$ cat config.mk
export PLATFORM = sky130hd
export DESIGN_NAME = percent_escape_decoder
export DESIGN_NICKNAME = d
export VERILOG_FILES = /design/src/design/pcd_pkg.sv /design/src/design/pcd_core.sv /design/src/design/percent_escape_decoder.sv
export SDC_FILE = /design/constraint.sdc
export NUM_CORES = 1
export LEC_CHECK = 0
export ABC_CLOCK_PERIOD_IN_PS = 7860
export BUFFER_PORTS_ARGS = -buffer_cell sky130_fd_sc_hd__buf_2
export CORE_ASPECT_RATIO = 1.75
export CORE_MARGIN = 3
export CORE_UTILIZATION = 55
export DETAILED_ROUTE_END_ITERATION = 10
export PLACE_DENSITY_LB_ADDON = 0.25
export SLEW_MARGIN = 15
export SYNTH_ARGS = -nofsm -noshare
export SYNTH_HDL_FRONTEND = slang
export SYNTH_SLANG_ARGS = --single-unit
export TNS_END_PERCENT = 1
$ cat constraint.sdc
create_clock -name clk -period 7.86 [get_ports clk]
set_clock_uncertainty 0.05 [all_clocks]
set_input_delay 2.358 -clock clk [delete_from_list [all_inputs] [get_ports clk]]
set_output_delay 2.358 -clock clk [all_outputs]
set_load 0.05 [all_outputs]
$ cat src/design/pcd_pkg.sv
// Package for the percent escape decoder: constants, types and hex helpers.
package pcd_pkg;

  localparam int BYTE_W = 8;
  localparam int CNT_W  = 13;

  localparam logic [BYTE_W-1:0] PCT_CHAR  = 8'h25;
  localparam logic [BYTE_W-1:0] DOT_CHAR  = 8'h2E;
  localparam logic [BYTE_W-1:0] NUL_CHAR  = 8'h00;
  localparam logic [CNT_W-1:0]  MAX_RESET = 13'd1024;

  localparam logic [1:0] STAGE_IDLE  = 2'd0;
  localparam logic [1:0] STAGE_PCT   = 2'd1;
  localparam logic [1:0] STAGE_DIGIT = 2'd2;

  typedef logic [2:0][BYTE_W-1:0] slots_t;

  // Results produced by one input beat, slot 0 goes out first.
  typedef struct packed {
    logic [1:0] cnt;
    logic       term;
    slots_t     data;
  } pcd_burst_t;

  function automatic logic hex_ok(input logic [BYTE_W-1:0] b);
    return (b >= 8'h30 && b <= 8'h39) || (b >= 8'h41 && b <= 8'h46) ||
           (b >= 8'h61 && b <= 8'h66);
  endfunction

  function automatic logic [3:0] hex_val(input logic [BYTE_W-1:0] b);
    logic [BYTE_W-1:0] t;
    if (b <= 8'h39) begin
      t = b - 8'h30;
    end else if (b <= 8'h46) begin
      t = b - 8'h37;
    end else begin
      t = b - 8'h57;
    end
    return t[3:0];
  endfunction

endpackage

$ cat src/design/pcd_core.sv
// Escape parser state, output length limit and per-beat result burst.
module pcd_core (
  input  logic                           clk,
  input  logic                           rst,
  input  logic                           accept,
  input  logic [pcd_pkg::BYTE_W-1:0]     in_byte,
  input  logic [pcd_pkg::CNT_W-1:0]      max_out_len,
  output pcd_pkg::pcd_burst_t            burst
);

  logic [1:0]                    stage;
  logic [1:0]                    stage_next;
  logic [pcd_pkg::BYTE_W-1:0]    first_digit;
  logic [pcd_pkg::BYTE_W-1:0]    first_digit_next;
  logic [pcd_pkg::CNT_W-1:0]     emitted_count;
  logic [pcd_pkg::CNT_W-1:0]     emitted_count_next;

  pcd_pkg::slots_t               d;
  logic [1:0]                    dcnt;
  logic [1:0]                    ecnt;
  logic                          term;
  logic                          plain;
  logic [pcd_pkg::BYTE_W-1:0]    v;
  logic [pcd_pkg::CNT_W-1:0]     avail;

  always_comb begin
    d                = '0;
    dcnt             = 2'd0;
    term             = 1'b0;
    plain            = 1'b0;
    stage_next       = stage;
    first_digit_next = first_digit;
    v                = {pcd_pkg::hex_val(first_digit), pcd_pkg::hex_val(in_byte)};
    case (stage)
      pcd_pkg::STAGE_PCT: begin
        if (pcd_pkg::hex_ok(in_byte)) begin
          first_digit_next = in_byte;
          stage_next       = pcd_pkg::STAGE_DIGIT;
        end else begin
          d[0]       = pcd_pkg::PCT_CHAR;
          dcnt       = 2'd1;
          stage_next = pcd_pkg::STAGE_IDLE;
          plain      = 1'b1;
        end
      end
      pcd_pkg::STAGE_DIGIT: begin
        stage_next       = pcd_pkg::STAGE_IDLE;
        first_digit_next = pcd_pkg::NUL_CHAR;
        if (pcd_pkg::hex_ok(in_byte)) begin
          if (v == pcd_pkg::NUL_CHAR || v == pcd_pkg::DOT_CHAR) begin
            d[0] = pcd_pkg::PCT_CHAR;
            d[1] = first_digit;
            d[2] = in_byte;
            dcnt = 2'd3;
          end else begin
            d[0] = v;
            dcnt = 2'd1;
          end
        end else begin
          d[0]  = pcd_pkg::PCT_CHAR;
          d[1]  = first_digit;
          dcnt  = 2'd2;
          plain = 1'b1;
        end
      end
      default: begin
        stage_next = pcd_pkg::STAGE_IDLE;
        plain      = 1'b1;
      end
    endcase

    if (plain) begin
      if (in_byte == pcd_pkg::NUL_CHAR) begin
        term             = 1'b1;
        stage_next       = pcd_pkg::STAGE_IDLE;
        first_digit_next = pcd_pkg::NUL_CHAR;
      end else if (in_byte == pcd_pkg::PCT_CHAR) begin
        stage_next = pcd_pkg::STAGE_PCT;
      end else begin
        d[dcnt] = in_byte;
        dcnt    = dcnt + 2'd1;
      end
    end

    // data beyond the limit is dropped from the tail of the burst
    avail = max_out_len - emitted_count;
    if (emitted_count >= max_out_len) begin
      ecnt = 2'd0;
    end else if (avail >= {{(pcd_pkg::CNT_W-2){1'b0}}, dcnt}) begin
      ecnt = dcnt;
    end else begin
      ecnt = avail[1:0];
    end

    burst.data = d;
    burst.term = term;
    burst.cnt  = ecnt + {1'b0, term};
    if (term) begin
      burst.data[ecnt] = pcd_pkg::NUL_CHAR;
    end

    emitted_count_next = term ? '0
                              : emitted_count + {{(pcd_pkg::CNT_W-2){1'b0}}, ecnt};
  end

  always_ff @(posedge clk) begin
    if (rst) begin
      stage         <= pcd_pkg::STAGE_IDLE;
      first_digit   <= '0;
      emitted_count <= '0;
    end else if (accept) begin
      stage         <= stage_next;
      first_digit   <= first_digit_next;
      emitted_count <= emitted_count_next;
    end
  end

endmodule

$ cat src/design/percent_escape_decoder.sv
// Top level of the streaming percent escape decoder.
//
// Input: in_valid/in_stall with in_byte, one text byte per beat; a zero byte
// ends the string. Output: out_valid/out_stall with out_byte and out_last,
// one result per beat; out_last marks the zero terminator of each string.
// Config: cfg_valid/cfg_ready with cfg_data writes max_out_len (reset 1024);
// cfg_ready is always high.
// Each accepted byte is decoded in the same cycle into a burst of zero to
// three results held in a three-slot output queue; the first result shows
// on the outputs in the cycle after the input beat.
// Throughput is one input byte per cycle while each byte yields at most one
// result and out_stall stays low. A byte yielding two or three results
// (broken escapes, literal "%00" and "%2E", the terminator after a flush)
// holds in_stall while the queue drains, since the queue empties one result
// per cycle while out_stall is low.
// A stalled output holds its result and stalls the input once the queue has
// no room for another burst. Reset (rst, synchronous) empties the queue,
// clears the parser state and the byte count, and restores max_out_len.
module percent_escape_decoder (
  input  logic                           clk,
  input  logic                           rst,
  input  logic                           in_valid,
  output logic                           in_stall,
  input  logic [pcd_pkg::BYTE_W-1:0]     in_byte,
  output logic                           out_valid,
  input  logic                           out_stall,
  output logic [pcd_pkg::BYTE_W-1:0]     out_byte,
  output logic                           out_last,
  input  logic                           cfg_valid,
  output logic                           cfg_ready,
  input  logic [pcd_pkg::CNT_W-1:0]      cfg_data
);

  logic [pcd_pkg::CNT_W-1:0] max_out_len;
  pcd_pkg::pcd_burst_t       burst;
  pcd_pkg::slots_t           q;
  logic [1:0]                rem;
  logic                      qterm;
  logic                      accept;
  logic                      pop;

  assign cfg_ready = 1'b1;
  assign out_valid = (rem != 2'd0);
  assign out_byte  = q[0];
  assign out_last  = qterm && (rem == 2'd1);
  assign pop       = out_valid && !out_stall;
  assign in_stall  = !((rem == 2'd0) || (rem == 2'd1 && !out_stall));
  assign accept    = in_valid && !in_stall;

  pcd_core u_core (
    .clk         (clk),
    .rst         (rst),
    .accept      (accept),
    .in_byte     (in_byte),
    .max_out_len (max_out_len),
    .burst       (burst)
  );

  always_ff @(posedge clk) begin
    if (rst) begin
      max_out_len <= pcd_pkg::MAX_RESET;
    end else if (cfg_valid && cfg_ready) begin
      max_out_len <= cfg_data;
    end
  end

  always_ff @(posedge clk) begin
    if (rst) begin
      rem   <= 2'd0;
      qterm <= 1'b0;
    end else if (accept) begin
      rem   <= burst.cnt;
      qterm <= burst.term;
    end else if (pop) begin
      rem   <= rem - 2'd1;
    end
  end

  always_ff @(posedge clk) begin
    if (accept) begin
      q <= burst.data;
    end else if (pop) begin
      q <= {pcd_pkg::NUL_CHAR, q[2], q[1]};
    end
  end

endmodule

== Word level (Yosys, flattened, before mapping) ==
Index checks and enable logic that the tools add are counted.
Widths: inputs -> output; s select.
Cells by class
  equality and inequality tests: 5
  multiplexer cells: 47
  reduce and logical (&&, ||, !) cells: 21
  bitwise logic cells: 2
  add/subtract/negate cells: 11
  $lt $le $gt $ge: 14
Operators with widths (count)
  $mux 24: 6
  $mux 8: 7
  $mux 16: 3
  $demux 8 s2: 2
  $pmux 8 s2: 2
  $mux 2: 14
  $and 24x24->24: 1
  $bwmux 24: 1
  $le 8x7->1 const B: 3
  $not 24->24: 1
  $eq 8x6->1 const B: 2
  $ge 8x7->1 const B: 2
  $le 8x6->1 const B: 2
  $logic_not 8->1: 2
  $mux 4: 4
  $sub 4x3->4 const B: 4
  $add 13x2->13: 1
  $ge 13x13->1: 1
  $ge 13x2->1: 1
  $mux 13: 1
  $sub 13x13->13: 1
  $logic_and 1x1->1: 9
  $ge 8x6->1 const B: 1
  $sub 4x1->4 const B: 2
  15 further kinds: 27
Word-level totals
  bits of input ports: 26
  output and inout bits: 12
  flip-flop bits (word level): 63

== Depth between registers and ports, before layout ==
  word-level depth: 23
  gate-level depth with buffers: 27
  gate-level depth less buffers: 26

== Hierarchy ==
Synthesis repeated with hierarchy kept, for this count alone.
Second synthesis, totals
  cell total of the unflattened synthesis: 549
  area total of the unflattened synthesis: 4609.4 µm²
Modules (own cells, without submodules)
  pcd_core: seq. area each 460.4 µm², instances 1, cells an instance 388, area an instance 2895.3 µm²
  percent_escape_decoder: seq. area each 1041.0 µm², instances 1, cells an instance 161, area an instance 1714.1 µm²

== Worst setup path after synthesis ==
No wires, ideal clock.
  path type: input port to flip-flop
  from: input port in_byte[1] (netlist name)
  to: register u_core.emitted_count[10] (netlist name)
  slack: -64 ps
  arrival: 7746 ps
  required time: 7682 ps
  stages: 27
  path through: buf_2 -> inv_1 -> ha_1 -> o21ba_2 -> o21a_1 -> o31a_1 -> and3_1 -> o211ai_1 -> nor2b_2 -> nor2_1 -> ha_1 -> mux2_1 -> a21o_2 -> ha_1 -> a21oi_1 -> nand3_1 -> a211oi_1 -> nand4_1 -> or4_1 -> a21oi_2 -> ha_1 -> fa_1 -> nand2_1 -> nor3_1 -> nand3_1 -> xnor2_1 -> nor2_1
On the way
  longest elaborated chain between the ends: 17
  elaborated cells on any way between the ends: 38
  those cells by class: add/sub (5); order compare (7); eq/ne (2); mux (16); reduce/logical (8)
Ends and longest elaborated chain
  start: declaration: line percent_escape_decoder.sv:24  | input logic [pcd_pkg::BYTE_W-1:0] in_byte,
  $le 8x7->1 / $sub 4x3->4 (equally long branches)
  $mux 4: line pcd_pkg.sv:34  | end else if (b <= 8'h46) begin
  $mux 4: line pcd_pkg.sv:32  | if (b <= 8'h39) begin
  $eq 8x6->1 / $logic_not 8->1 (equally long branches): line pcd_core.sv:50  | if (v == pcd_pkg::NUL_CHAR || v == pcd_pkg::DOT_CHAR) begin
  $logic_or 1x1->1: line pcd_core.sv:50
  $mux 2: line pcd_core.sv:50
  $mux 2: line pcd_core.sv:49  | if (pcd_pkg::hex_ok(in_byte)) begin
  $pmux 2 s2: line pcd_core.sv:34  | case (stage)
  $add 2x1->2: line pcd_core.sv:81  | dcnt = dcnt + 2'd1;
  $mux 2: line pcd_core.sv:77  | end else if (in_byte == pcd_pkg::PCT_CHAR) begin
  $mux 2: line pcd_core.sv:73  | if (in_byte == pcd_pkg::NUL_CHAR) begin
  $mux 2: line pcd_core.sv:72  | if (plain) begin
  $ge 13x2->1: line pcd_core.sv:89  | end else if (avail >= {{(pcd_pkg::CNT_W-2){1'b0}}, dcnt}) begin
  $mux 2: line pcd_core.sv:89
  $mux 2: line pcd_core.sv:87  | if (emitted_count >= max_out_len) begin
  $add 13x2->13: line pcd_core.sv:103  | : emitted_count + {{(pcd_pkg::CNT_W-2){1'b0}}, ecnt};
  $mux 13 *: line pcd_core.sv:102  | emitted_count_next = term ? '0
  end signal: assignment: line pcd_core.sv:114  | emitted_count <= emitted_count_next;
  end: declaration: line pcd_core.sv:15  | logic [pcd_pkg::CNT_W-1:0] emitted_count;
Every way passes the cells marked *; elsewhere a longest branch is shown, timed or not.
A chain may end at the register's enable or synchronous reset.

== Worst setup path after layout ==
  from: input port in_byte[1] (netlist name)
  to: register u_core.emitted_count[9] (netlist name)
The elaborated chain is that of the path after synthesis.

==> results.yml <==
min_path:
  hold_path.startpoint: "qterm"
  hold_path_end: "qterm"
  whs_path_depth: 2
  hold_class: "flop to flop"
power:
  p_seq_share_pct: 35.0
  ir_worst_vdd_v: 0.000151
  power_leakage_uw: 0.00207
  pwr-share-clk_pct: 30.3
  power_per_cell_area_mw_per_mm2: 262
  p_switching_uw: 483
  p_sw_share_pct: 36.8
  power_frac_comb_pct: 34.7
  p_int_uw: 830
final_layout:
  finalNonFillerCells: 622
  synthToLayoutAreaGrowth_pct: 12.4
  drive_gt1_share_pct: 17.6
  multi_input_area_mm2: 0.00268
  layout_common_cells: "65 x nor2_1, 39 x dfxtp_1, 36 x buf_2"
  seq_area_mm2: 0.00150
  fill_cells: 667
  layout_commonest_cell: "nor2_1"
  diodes: 0
  fin_nets: 589
sta:
  finalHoldViolations: 0
  setup_viol: 0
  setup_tns_ns: 0
  max-slew-margin-rel_pct: 44.1
  slew_viol_final: 0
  period_minus_slack_ns: 7.49
  fmax_ghz: 0.133
  finalCritPeriodShare_pct: 95.3
  max_slew.worst_pin.slew_ns: 0.818
grt:
  grt_pass1_vias: 3905
  grt_antenna_before_repair: 0
  grt.total_usage_pct: 25.9
  grt_pass1_wl_um: 18500
  grt_max_degree: 33
  globalRouteOverflowTotal: 0
run:
  cap_viol_max_count: 0
die:
  die_x_um: 74.0
  start_util_pct: 57.7
  core_mm2: 0.00772
  die-area_mm2: 0.00926
  num_rows: 42
  die_y_um: 125
  num_io_pins: 38
status:
  outcome: "finished clean"
clock_network:
  clock_latency_ns: 0.34
  cts.reportedPaths.clkPinSlew_ns: 0.05
  htreeDepth: 3
  clk_path_buf_depth: 2
  cts_sinks: 63
  clockRootBuffer: "clkbuf_16"
  cts_buffers: 9
  tritoncts: "yes"
  holdBufCountCts: 0
drt:
  drc: 0
  routed_wl_um: 11100
  routedWlPerCell_um: 17.8
  vias: 3867
  drtIter0Drc: 271
  viasPerCell: 6.22
  antenna_left: 0
  first_pass_iters: 5
place:
  place_congestion: 0.917
  io_buffers: 36
  placedCellCount: 605
  hpwl_um: 8450
synth:
  synth_nets: 562
  synth_edf_count: 24
  ys_seq_elements: 63
  yosys_most_used_dff: "dfxtp_1"
  ys_seq_area_share_pct: 33.7
  yosys_warnings: 0
  syn_area_mm2: 0.00445
  yosysUniqueCellTypes: 75
  syn_avg_cell_area_um2: 8.87
  synthCells: 502
  async_reset_ff_share_pct: 0
critical_path:
  ff2ff_setup_slack_ns: 2.04
  r2r_cells: 26
  crit_type: "input pin to flop"
  rr_endpoint: "u_core.emitted_count[9]"
  crit_start: "in_byte[1]"
  cp_max_fo: 6
  crit_required_ns: 8.03
  crit_path_start_kind: "input pin"
  end_kind: "flop"
  regToRegStartpoint: "u_core.first_digit[0]"
  worstPathArrival_ns: 7.67
[how the worst max path moves through the flow]
| stage | end | slack [ns] | cells after the start |
|---|---|---|---|
| floorplan | u_core.emitted_count[7] | 0.03 | 27 |
| global placement | u_core.emitted_count[9] | 0.17 | 27 |
| detailed placement | u_core.emitted_count[9] | -0.07 | 27 |
| finish | u_core.emitted_count[9] | 0.37 | 27 |
| global route | u_core.emitted_count[10] | -0.01 | 27 |
| CTS | u_core.emitted_count[9] | 0.26 | 27 |
[sequential cells by signal, summed over array words and instances, names as in the netlist]
| signal | cells |
|---|---|
| max_out_len | 13 |
| out_byte | 8 |
| q | 16 |
| qterm | 1 |
| rem | 2 |
| u_core.emitted_count | 13 |
| u_core.first_digit | 8 |
| u_core.stage | 2 |
[logic make-up after synthesis]
kind of cell,synth area share (%)
adders and majority gates,9.89
muxes,3.40
buffers and inverters,7.02
DFF,33.7
other,0.0842
AOI/OAI and AO/OA,22.5
xor gates and xnor gates,3.93
and+or+nand+nor,19.5
[worst max-delay path, cell delays in order]
cell,delay (ns)
buf_2,0.09
inv_1,0.06
ha_1,0.22
o21ba_2,0.23
o21a_1,0.27
o31a_1,0.30
a211oi_1,0.25
o211ai_1,0.14
nor2b_2,0.18
nor2_1,0.15
ha_1,0.25
mux2_1,0.28
a21o_2,0.22
ha_1,0.27
a21oi_1,0.12
nand3_1,0.08
a211oi_1,0.23
nand4_1,0.19
or3_4,0.43
a211oi_4,0.33
ha_1,0.21
a21oi_1,0.04
or3_4,0.37
nor2_4,0.12
nand2_1,0.08
xnor2_1,0.16
nor2_1,0.06
[per-stage QoR]
stage / utilization (%) / hold slack (ns) / power [uW] / setup WS (ns) / area [um2]
floorplan: - / 0.398 / 838 / 0.0281 / 4460
global placement: 60.5 / 0.420 / 913 / 0.174 / 4670
detailed placement: 60.5 / 0.427 / 922 / -0.0728 / 4670
CTS: 64.4 / 0.440 / 1320 / 0.260 / 4970
global route: 64.8 / 0.469 / 1380 / -0.0149 / 5000
finish: 64.8 / 0.428 / 1310 / 0.367 / 5000
[synth_stat cells (3+ instances only)]
cell	n	area share, %
a21o_1	7	1.2
nand2b_1	5	0.70
nor2_1	66	5.6
o21ai_0	19	2.1
ha_1	32	9.0
nand3_1	15	1.7
a221oi_1	4	0.79
a211oi_1	8	1.3
nor3_1	14	1.6
o211ai_1	4	0.67
xnor2_1	19	3.7
a31o_2	3	0.59
and3_1	5	0.70
o21a_1	6	1.0
buf_4	10	1.7
a31oi_1	4	0.56
mux2i_1	14	3.1
dfxtp_1	39	18
edfxtp_1	24	16
clkbuf_1	17	1.4
or4_1	3	0.51
nand4_1	4	0.56
a221o_1	8	1.8
buf_2	6	0.67
o211a_1	8	1.8
or3_1	3	0.42
and2_1	11	1.5
inv_1	34	2.9
a21oi_1	19	2.1
nand2_1	20	1.7
nor2b_1	3	0.42
o31ai_1	3	0.51
o21bai_1	3	0.51
a2111oi_0	3	0.59
a22oi_1	9	1.5
[per-layer routing]
layer  up-vias  GRT usage (%)  part of all wire [%]
met4         0           22.3                   9.0
met1      1793           24.3                    34
met2       136           45.0                    54
li1       1871              -                     -
met3        67           5.54                   3.6
met5         -              0                     0
[power groups by stage]
stage / Clock, uW / Sequential (uW) / Combinational (uW)
2_1_floorplan: 0 / 464 / 374
3_3_place_gp: 0 / 463 / 450
3_5_place_dp: 0 / 466 / 456
4_1_cts: 403 / 460 / 457
5_1_grt: 416 / 466 / 501
6_report: 398 / 459 / 455
[timing repair]
action | in CTS | in global routing
buffers inserted | 0 | 1
endpoints found under the setup margin | 0 | 7
gates resized for setup | 0 | 5
[layout make-up]
cell class              count  share of cell area [%]
clock buffers               9                    4.50
well taps                  88                    2.20
flip-flops and latches     63                    30.0
clock inverters             7                    1.45
inverters                  34                    2.55
multi-input cells         370                    53.5
repair buffers             51                    5.85
(Power assumes the default switching activity.)
